[config.mk]
export PLATFORM = sky130hd
export DESIGN_NAME = lsc_cell
export DESIGN_NICKNAME = d
export VERILOG_FILES = /design/src/rtl/core/lsc_pkg.sv /design/src/rtl/core/lsc_cell.sv
export SDC_FILE = /design/constraint.sdc
export NUM_CORES = 1
export LEC_CHECK = 0
export BUFFER_PORTS_ARGS = -buffer_cell sky130_fd_sc_hd__buf_2
export CAP_MARGIN = 10
export CORE_ASPECT_RATIO = 1.25
export CORE_MARGIN = 2
export CORE_UTILIZATION = 35
export CTS_BUF_LIST = sky130_fd_sc_hd__clkbuf_8
export CTS_CLUSTER_DIAMETER = 50
export DETAILED_ROUTE_END_ITERATION = 10
export GPL_TIMING_DRIVEN = 0
export PLACE_DENSITY = 0.62
export SLEW_MARGIN = 20
export SYNTH_ARGS = -nofsm -noshare
export SYNTH_HDL_FRONTEND = slang
export SYNTH_SLANG_ARGS = --single-unit
[constraint.sdc]
create_clock -name i_clk -period 19.6 [get_ports i_clk]
set_clock_uncertainty 0.2 [all_clocks]
set_input_delay 3.92 -clock i_clk [delete_from_list [all_inputs] [get_ports i_clk]]
set_output_delay 3.92 -clock i_clk [all_outputs]
set_load 0.05 [all_outputs]
[src/rtl/core/lsc_pkg.sv]
`default_nettype none
// ----------------------------------------------------------------------------
// lsc_pkg
// Shared constants and types for the lidar spherical to Cartesian converter.
// ----------------------------------------------------------------------------
package lsc_pkg;

    localparam int RANGE_BITS_DEF  = 18;
    localparam int ANGLE_BITS_DEF  = 16;
    localparam int MAX_COLUMNS_DEF = 4096;

    localparam int CORDIC_STEPS = 24;
    localparam int CW           = 34;   // cordic x/y datapath width
    localparam int ZW           = 33;   // cordic phase width
    localparam int COORD_W      = 19;
    localparam int COORD_LIMIT  = 262143;
    localparam logic signed [CW-1:0] CORDIC_GAIN_Q30 = 34'sd652032874;

    localparam logic [2:0] REG_COLS   = 3'd0;
    localparam logic [2:0] REG_H_START = 3'd1;
    localparam logic [2:0] REG_H_STEP = 3'd2;
    localparam logic [2:0] REG_V_START = 3'd3;
    localparam logic [2:0] REG_V_STEP = 3'd4;

    function automatic logic signed [ZW-1:0] atan_turn(input int i);
        logic signed [ZW-1:0] a;
        case (i)
            0:  a = 33'sd536870912;
            1:  a = 33'sd316933406;
            2:  a = 33'sd167458907;
            3:  a = 33'sd85004756;
            4:  a = 33'sd42667331;
            5:  a = 33'sd21354465;
            6:  a = 33'sd10679838;
            7:  a = 33'sd5340245;
            8:  a = 33'sd2670163;
            9:  a = 33'sd1335087;
            10: a = 33'sd667544;
            11: a = 33'sd333772;
            12: a = 33'sd166886;
            13: a = 33'sd83443;
            14: a = 33'sd41722;
            15: a = 33'sd20861;
            16: a = 33'sd10430;
            17: a = 33'sd5215;
            18: a = 33'sd2608;
            19: a = 33'sd1304;
            20: a = 33'sd652;
            21: a = 33'sd326;
            22: a = 33'sd163;
            23: a = 33'sd81;
            default: a = '0;
        endcase
        return a;
    endfunction

    // word handed from one cordic cell to the next
    typedef struct packed {
        logic                 vld;
        logic signed [CW-1:0] hx;
        logic signed [CW-1:0] hy;
        logic signed [ZW-1:0] hz;
        logic signed [CW-1:0] vx;
        logic signed [CW-1:0] vy;
        logic signed [ZW-1:0] vz;
        logic                 hflip;
        logic                 vflip;
        logic                 inv;
        logic [11:0]          col;
        logic [15:0]          row;
        logic [31:0]          rng;
    } t_cell;

endpackage
`default_nettype wire

[src/rtl/core/lsc_cell.sv]
`default_nettype none
// ----------------------------------------------------------------------------
// lsc_cell
// One CORDIC micro-rotation for both the horizontal and vertical angles.
// ----------------------------------------------------------------------------
module lsc_cell #(
    parameter int STEP = 0
) (
    input  wire logic          i_clk,
    input  wire logic          i_rst_n,
    input  wire logic          i_en,
    input  wire lsc_pkg::t_cell i_word,
    output lsc_pkg::t_cell     o_word
);
    localparam logic signed [lsc_pkg::ZW-1:0] ATAN = lsc_pkg::atan_turn(STEP);

    lsc_pkg::t_cell n_word;
    lsc_pkg::t_cell r_word;

    always_comb begin
        n_word = i_word;
        if (i_word.hz >= 0) begin
            n_word.hx = i_word.hx - (i_word.hy >>> STEP);
            n_word.hy = i_word.hy + (i_word.hx >>> STEP);
            n_word.hz = i_word.hz - ATAN;
        end else begin
            n_word.hx = i_word.hx + (i_word.hy >>> STEP);
            n_word.hy = i_word.hy - (i_word.hx >>> STEP);
            n_word.hz = i_word.hz + ATAN;
        end
        if (i_word.vz >= 0) begin
            n_word.vx = i_word.vx - (i_word.vy >>> STEP);
            n_word.vy = i_word.vy + (i_word.vx >>> STEP);
            n_word.vz = i_word.vz - ATAN;
        end else begin
            n_word.vx = i_word.vx + (i_word.vy >>> STEP);
            n_word.vy = i_word.vy - (i_word.vx >>> STEP);
            n_word.vz = i_word.vz + ATAN;
        end
    end

    always_ff @(posedge i_clk) begin
        if (!i_rst_n) begin
            r_word.vld <= 1'b0;
        end else if (i_en) begin
            r_word <= n_word;
        end
    end

    assign o_word = r_word;
endmodule
`default_nettype wire

# Word level (Yosys, flattened, before mapping)
# Cells that the tools add are included.
[word_totals]
reg_bits = 266
in_bits = 269
out_inout_bits = 266
[op_classes]
n_addsub = 10
magnitude_cmp = 2
muxes = 2
reduce_logical = 1
[op_table]
columns = ["op", "n"]
rows = [
  ["$mux W101", 2],
  ["$sub A34 B34 Y34", 4],
  ["$add A34 B34 Y34", 2],
  ["$add A33 B31 Y33 const B", 2],
  ["$ge A33 B1 Y1 const B", 2],
  ["$sub A33 B31 Y33 const B", 2],
  ["$reduce_and A2 Y1", 1],
]

# Longest topological paths before layout
# Gate-level depths: netlist of the first run.
[depth]
word_depth = 2
mapped_depth = 14

# Worst setup path after synthesis of the first run
# No wires, ideal clock.
[synth_timing]
kind = "input port to flip-flop"
startpoint = "input i_en"
endpoint = "register r_word (netlist bit o_word[0]) (enable)"
t_arrival_ns = 9.862
t_required_ns = 18.744
slack_ns = 8.882
path_stages = 1
path_buffers = 0
path_cell_list = "and2_1"
[synth_via]
elab_chain_cells = 1
[synth_rtl]
columns = ["item", "line", "text"]
rows = [
  ["from (decl)", "lsc_cell.sv:11", "input wire logic i_en,"],
  ["$reduce_and A2 Y1 (no line)", "-", ""],
  ["to (signal assigned)", "lsc_cell.sv:46", "r_word <= n_word;"],
  ["to (decl)", "lsc_cell.sv:18", "lsc_pkg::t_cell r_word;"],
]
# Every way passes these cells.
# A chain may end at the register's enable or synchronous reset.

==> impl_metrics.yaml, run 1 <==
timing:
  tns_ns: 0
  period_minus_slack_ns: 7.39
  max_freq_ghz: 0.135
  drv_slew: 0
  hold_viol: 0
  worst_slew_pin_slew_ns: 1.17
  fin_crit_sh: 0.377
  setup_viol: 0
  rsz0062_at_grt: "false"
  slew_headroom: 0.203
clocking:
  post_cts_resized: 0
  cts.path.max_buffers: 3
  htreeDepth: 2
  clock-sinks: 264
  cts_tree: "yes"
  root_buffer: "clkbuf_8"
  hold_buffers: 0
  cts-buffers-inserted: 51
  post_cts_buffers: 0
  path_clk_slew_ns: 0.06
  insertion_delay_ns: 0.65
power:
  combPwrFrac: 0.353
  ir_worst_vdd_uv: 69.3
  total_power_mw: 1.98
  p_leak_nw: 10.7
  power_frac_seq: 0.359
  p_switching_uw: 781
  p_per_area_nw_per_um2: 81.9
  clock_power_share: 0.288
  p_int_mw: 1.20
  p_sw_frac: 0.395
worst_setup_path:
  critPathSlowestCell: "a311oi_1"
  r2r-start: "o_word[265]"
  crit_path_max_fanout: 6
  crit_required_ns: 19.77
  end_kind: "flip-flop"
  max_stage_delay_ns: 0.86
  critPathKind: "input pin to flip-flop"
  cp-startpoint: "i_word[96]"
  path_cells: "buf_2 -> ha_1 -> fa_1 -> nor2b_1 -> o21a_1 -> o21ai_0 -> a21oi_1 -> a21boi_1 -> o21bai_1 -> a311oi_1 -> o21bai_1 -> o21a_1 -> xnor2_1"
  worstSetupStartpointType: "input pin"
  worstPathArrival_ns: 7.56
synth:
  synthFlopType: "edfxtp_1"
  synth_area_um2: 19400
  yosys_warnings: 0
  syn_nets: 2503
  netlist.top_cell.by_area: "edfxtp_1"
  syn_area_per_cell_um2: 9.60
  synth-edff-count: 263
  synth_cell_types: 86
  synth.top_cell.area_share: 0.407
  ys_top_cells_by_area: "edfxtp_1 (41%), ha_1 (13%), a21oi_1 (5.7%)"
  synthArstFlopShare: 0
  synth_cells: 2022
  ys_ff_latch: 264
  seq_area_frac_synth: 0.408
drt:
  drt_pre_antenna_iters: 5
  vias_per_cell: 5.40
  num_vias: 18330
  route.detailed.wl_per_inst_um: 22.2
  drt_iter0_markers: 1534
  ant_nets: 0
  routed_wirelength_um: 75300
  drcViolationCount: 0
floorplan:
  die_area_um2: 57400
  core_area_um2: 54900
  start_util: 0.354
  die_h_um: 267
  row_count: 96
  die_x_um: 215
  io_pins: 535
finish:
  nNetsFinal: 3094
  final.fill_count: 5387
  fin_util: 0.440
  largest_reg_flops: 264
  drive_gt1_frac: 0.248
  final_cells: 3394
  layout_commonest_cell: "buf_2"
  layout_common_cells: "buf_2 (554), edfxtp_1 (263), a21oi_1 (223), inv_1 (207), ha_1 (204)"
  area_growth_pct: 24.5
global_routing:
  grt-ovfl-total: 0
  grt_first_pass_wirelength_um: 110000
  grt_pass1_vias: 18036
  antenna_found_initial: 11
  grt_usage: 0.249
  grt_max_degree: 61
run_status:
  outcome: "finished clean"
placed_design:
  routabilityCongestion: 0.964
  detailed_place_hpwl_um: 59700
  dp.cells: 3295
  port_buffers: 534
min_path:
  hp-class: "flip-flop to flip-flop"
  min_from: "o_word[265]"
job:
  max_cap_violations: 0
[power by group through the flow]
stage / Combinational, mW / Clock (mW) / Sequential [mW]
floorplan: 0.298 / 0 / 0.904
global placement: 0.687 / 0 / 0.730
detailed placement: 0.690 / 0 / 0.721
CTS: 0.695 / 0.591 / 0.710
global route: 0.743 / 0.615 / 0.715
finish: 0.700 / 0.571 / 0.710
[per-layer routing]
metal	global-route usage	up-vias	wire length (um)
met5	0	-	45
met4	0.117	8	3270
met3	0.0520	180	6000
met2	0.431	905	37100
met1	0.296	8770	28900
li1	-	8467	-
[synthesized netlist by cell type (26+ instances only)]
cell and n:
edfxtp_1 263, a21oi_1 223, ha_1 204, inv_1 194, nor2_1 169, o21ai_0 122, xnor2_1 106, nand2_1 90
clkbuf_1 55, a21o_1 52, o21bai_1 48, nor3_1 32, nor2b_1 31, mux2i_1 29, xor2_1 26
[area by class of cell]
| type | count | area [um2] | area share |
|---|---|---|---|
| multi-input combinational | 1464 | 10400 | 0.429 |
| sequential | 264 | 7920 | 0.328 |
| timing repair buffer | 538 | 2780 | 0.115 |
| tap | 735 | 920 | 0.0380 |
| inverter | 201 | 754 | 0.0312 |
| clock buffer | 51 | 702 | 0.0290 |
| buffer | 93 | 385 | 0.0159 |
| clock inverter | 41 | 339 | 0.0140 |
| antenna | 7 | 17.5 | 0.000725 |
[worst paths after layout]
path                            slack [ns]  depth (start not counted)          end
worst min-delay path                  0.34                          2  o_word[265]
worst max register to register       18.80                          2  o_word[265]
worst max-delay path                 12.21                         13  o_word[122]
worst min register to register        0.34                          2  o_word[265]
[worst max-delay path: cells and delay by family]
family                     cells  cell delay [ns]
buffers and inverters          1             0.12
adders and majority gates      2             0.63
AOI/OAI and AO/OA              8             2.61
and+or+nand+nor                1             0.15
xor gates and xnor gates       1             0.13
[kinds of logic after synthesis]
family,Yosys count,synth area share
buffers and inverters,294,0.0587
AOI/OAI and AO/OA,636,0.205
and+or+nand+nor,454,0.113
xor gates and xnor gates,132,0.0596
DFF,264,0.408
adders and majority gates,212,0.140
muxes,30,0.0155
[through the flow]
stage	instance area, um2	worst slack (ns)	hold WS [ns]
2_1_floorplan	19400	8.88	0.543
3_3_place_gp	23000	6.36	0.312
3_5_place_dp	23100	11.68	0.319
4_1_cts	24200	12.37	0.338
5_1_grt	24200	12.13	0.392
6_report	24200	12.21	0.336
(Power assumes the default switching activity.)
==> run 2: changes to the inputs <==
==> constraint.sdc (replaced) <==
create_clock -name i_clk -period 7.7 [get_ports i_clk]
set_clock_uncertainty 0.2 [all_clocks]
set_input_delay 1.54 -clock i_clk [delete_from_list [all_inputs] [get_ports i_clk]]
set_output_delay 1.54 -clock i_clk [all_outputs]
set_load 0.05 [all_outputs]
==> run 2 against run 1 <==
- sequential share of layout area increased by 0.18 points
- design area fell by 0.53%
- first-iteration DRC count decreased by 8.1%
- clock-buffer cell count decreased by 2
- clock power up 120%
- wire length fell by 0.59%
- sequential power rose to 2.5 times the previous value
==> impl_metrics.yaml, run 2 (synthesis results as in run 1) <==
floorplan:
  io_pins: 535
  die_x_um: 215
  core_area_um2: 54900
  start_util: 0.354
  die_h_um: 267
  die_area_um2: 57400
  row_count: 96
drt:
  num_vias: 18198
  drcViolationCount: 0
  ant_nets: 0
  routed_wirelength_um: 74900
  vias_per_cell: 5.36
  route.detailed.wl_per_inst_um: 22.1
  drt_pre_antenna_iters: 5
  drt_iter0_markers: 1409
clocking:
  cts.path.max_buffers: 3
  insertion_delay_ns: 0.64
  clock-sinks: 264
  post_cts_buffers: 0
  cts_tree: "yes"
  cts-buffers-inserted: 49
  root_buffer: "clkbuf_8"
  htreeDepth: 2
  hold_buffers: 0
  post_cts_resized: 0
  path_clk_slew_ns: 0.06
timing:
  fin_crit_sh: 0.654
  slew_headroom: 0.220
  setup_viol: 0
  hold_slack_ns: 0.331
  rsz0062_at_grt: "false"
  drv_slew: 0
  timing.final.ws_setup_ns: 2.66
  tns_ns: 0
  period_minus_slack_ns: 5.04
  worst_slew_pin_slew_ns: 1.14
  hold_viol: 0
  max_freq_ghz: 0.198
worst_setup_path:
  worstPathArrival_ns: 5.21
  critPathKind: "input pin to flip-flop"
  crit_path_max_fanout: 6
  crit_required_ns: 7.87
  end_kind: "flip-flop"
  worstSetupStartpointType: "input pin"
placed_design:
  dp.cells: 3295
  dpl_cell_area_um2: 23100
  detailed_place_hpwl_um: 59300
  routabilityCongestion: 0.931
  port_buffers: 534
  place_ws_ns: 2.15
global_routing:
  grt_pass1_vias: 18208
  grt_max_degree: 62
  grt-ovfl-total: 0
  antenna_found_initial: 14
  grt_first_pass_wirelength_um: 110000
  grt_usage: 0.250
finish:
  area_growth_pct: 23.8
  finalInstanceArea_um2: 24000
  largest_reg_flops: 264
  drive_gt1_frac: 0.248
  layout_commonest_cell: "buf_2"
  final.fill_count: 5392
  nNetsFinal: 3092
  fin_util: 0.438
  layout_common_cells: "buf_2 (554), edfxtp_1 (263), a21oi_1 (223), inv_1 (204), ha_1 (204)"
  final_cells: 3394
min_path:
  hp-class: "flip-flop to flip-flop"
power:
  ir_worst_vdd_uv: 137
  p_per_area_nw_per_um2: 202
  total_power_mw: 4.85
  p_leak_nw: 10.7
run_status:
  outcome: "finished clean"
job:
  max_cap_violations: 0
==> run 2: layout make-up <==
class                           instances  area, um2  area share
Antenna cell                            9       22.5    0.000937
Buffer                                 93        385      0.0160
Clock buffer                           49        674      0.0281
Clock inverter                         41        233     0.00968
Inverter                              201        754      0.0314
Multi-Input combinational cell       1464      10400       0.431
Sequential cell                       264       7920       0.329
Tap cell                              735        920      0.0383
Timing Repair Buffer                  538       2780       0.115
==> run 2: worst paths after layout <==
path	depth (start not counted)	start	to	slack [ns]
setup / recovery	13	i_word[96]	o_word[122]	2.66
hold / removal	2	o_word[265]	o_word[265]	0.33
setup reg to reg	2	o_word[265]	o_word[265]	6.91
hold reg to reg	2	o_word[265]	o_word[265]	0.33
==> run 2: where the power goes <==
group	internal (mW)	switching (mW)	leakage, nW
clock	0.613	0.659	0.502
combinational	0.512	1.26	7.68
sequential	1.77	0.0417	2.48
total	2.89	1.96	10.7
==> run 2: critical path, stage by stage <==
cell	delay (ns)
buf_2	0.12
ha_1	0.22
fa_1	0.41
nor2b_1	0.16
o21a_1	0.18
o21ai_0	0.21
a21oi_1	0.21
a21boi_1	0.55
o21bai_1	0.15
a311oi_1	0.88
o21bai_1	0.22
o21a_1	0.23
xnor2_1	0.12
==> run 2: layer usage <==
metal	vias up	track usage	wire length (um)
met2	811	0.436	36900
li1	8466	-	-
met4	8	0.115	3480
met5	-	0	44
met3	185	0.0510	4920
met1	8728	0.296	29500
==> run 3: changes to the inputs <==
--- a/config.mk
+++ b/config.mk
@@ -14,7 +14,7 @@
 export CTS_CLUSTER_DIAMETER = 50
 export DETAILED_ROUTE_END_ITERATION = 10
 export GPL_TIMING_DRIVEN = 0
-export PLACE_DENSITY = 0.62
+export PLACE_DENSITY = 0.64
 export SLEW_MARGIN = 20
 export SYNTH_ARGS = -nofsm -noshare
 export SYNTH_HDL_FRONTEND = slang
==> constraint.sdc (replaced) <==
create_clock -name i_clk -period 4.63 [get_ports i_clk]
set_clock_uncertainty 0.2 [all_clocks]
set_input_delay 0.926 -clock i_clk [delete_from_list [all_inputs] [get_ports i_clk]]
set_output_delay 0.926 -clock i_clk [all_outputs]
set_load 0.05 [all_outputs]
==> run 3 against run 2 <==
- setup slack got worse by 2.5 ns
- design area rose by 0.24%
- via count barely moved
- largest power group unchanged
- worst hold slack got worse by 0.088 ns
- power rose by 69%
- die area did not move
- sequential share of layout area fell by 0.079 points
- non-clock buffer count did not move
- critical path type unchanged
- register-to-register slack got worse by 3.1 ns
- wire length rose by 1.1%
- clock power rose by 76%
- flip-flop and latch count did not move
==> impl_metrics.yaml, run 3 (synthesis results as in run 1) <==
drt:
  routed_wirelength_um: 75700
  ant_nets: 0
  drt_iter0_markers: 1441
  route.detailed.wl_per_inst_um: 22.3
  vias_per_cell: 5.36
  drt_pre_antenna_iters: 7
  num_vias: 18201
  drcViolationCount: 0
global_routing:
  grt_usage: 0.252
  grt-ovfl-total: 0
  grt_max_degree: 61
  antenna_found_initial: 12
  grt_pass1_vias: 18235
  grt_first_pass_wirelength_um: 111000
floorplan:
  die_h_um: 267
  io_pins: 535
  core_area_um2: 54900
  row_count: 96
  start_util: 0.354
  die_area_um2: 57400
  die_x_um: 215
job:
  max_cap_violations: 0
clocking:
  insertion_delay_ns: 0.65
  path_clk_slew_ns: 0.06
  post_cts_resized: 0
  root_buffer: "clkbuf_8"
  cts_tree: "yes"
  post_cts_buffers: 0
  cts-buffers-inserted: 50
  cts.path.max_buffers: 3
  clock-sinks: 264
  htreeDepth: 2
  hold_buffers: 0
worst_setup_path:
  r2r_setup_slack_ns: 3.84
  crit_required_ns: 4.82
  cp.depth: 13
  crit_path_max_fanout: 6
  max_stage_delay_ns: 0.85
  critPathKind: "input pin to flip-flop"
  path_cells: "buf_2 -> ha_1 -> fa_1 -> nor2b_1 -> o21a_1 -> o21ai_0 -> a21oi_1 -> a21boi_1 -> o21bai_1 -> a311oi_1 -> o21bai_1 -> a21oi_1 -> xnor2_1"
  end_kind: "flip-flop"
  worstPathArrival_ns: 4.61
  critPathSlowestCell: "a311oi_1"
  reg2regPathDepth: 2
  worstSetupStartpointType: "input pin"
  critPathBufInv: 1
  critical_path.top_delay_family: "compound AO/OA/AOI/OAI gates"
timing:
  tns_ns: 0
  worst_slew_pin_slew_ns: 1.16
  drv_slew: 0
  setup_viol: 0
  max_freq_ghz: 0.226
  period_minus_slack_ns: 4.42
  hold_viol: 0
  slew_headroom: 0.228
  fin_crit_sh: 0.955
  rsz0062_at_grt: "false"
min_path:
  hold_depth: 1
  hp-class: "input pin to flip-flop"
placed_design:
  dp.cells: 3295
  detailed_place_hpwl_um: 60100
  port_buffers: 534
  routabilityCongestion: 0.975
power:
  total_power_mw: 8.20
  p_per_area_nw_per_um2: 340
  ir_worst_vdd_uv: 242
  p_leak_nw: 10.7
run_status:
  outcome: "finished clean"
finish:
  nNetsFinal: 3093
  fin_util: 0.439
  layout_common_cells: "buf_2 (554), edfxtp_1 (263), a21oi_1 (223), inv_1 (204), ha_1 (204)"
  area_growth_pct: 24.1
  final_cells: 3394
  largest_reg_flops: 264
  drive_gt1_frac: 0.247
  layout_commonest_cell: "buf_2"
-- run 3: cell type report --
class / instances / area, um2
fillers: 5435 / 30800
multi-input cells: 1464 / 10400
flip-flops and latches: 264 / 7920
repair buffers: 538 / 2780
well taps: 735 / 920
inverters: 201 / 754
clock buffers: 50 / 688
plain buffers: 93 / 385
clock inverters: 39 / 273
diodes: 10 / 25.0
-- run 3: where the power goes --
group          total, mW  internal [mW]  leakage, nW  switching [mW]
clock network       2.23           1.10        0.514            1.12
registers           3.01           2.94         2.48          0.0685
logic               2.97          0.853         7.68            2.11
total               8.20           4.90         10.7            3.31
-- run 3: layer usage --
metal / share of wire / vias to the layer above / global-route usage
met5: 0.00028 / - / 0
met4: 0.039 / 4 / 0.112
met3: 0.074 / 167 / 0.0520
met2: 0.49 / 806 / 0.434
met1: 0.40 / 8770 / 0.304
li1: - / 8454 / -
-- run 3: path summary, 6_finish.rpt --
| check | start | end |
|---|---|---|
| setup / recovery | i_word[96] | o_word[156] |
| hold / removal | i_word[10] | o_word[10] |
| setup reg to reg | o_word[265] | o_word[265] |
| hold reg to reg | o_word[265] | o_word[265] |
-- run 3: per-stage QoR --
stage,worst slack [ns],hold WS (ns),cell area [um2]
final,0.210,0.243,24100
after global routing,0.134,0.183,24100
after CTS,0.381,0.159,24100
after detailed placement,-0.371,0.300,23100
after global placement,-0.401,0.304,23000
after floorplan,0.833,0.543,19400
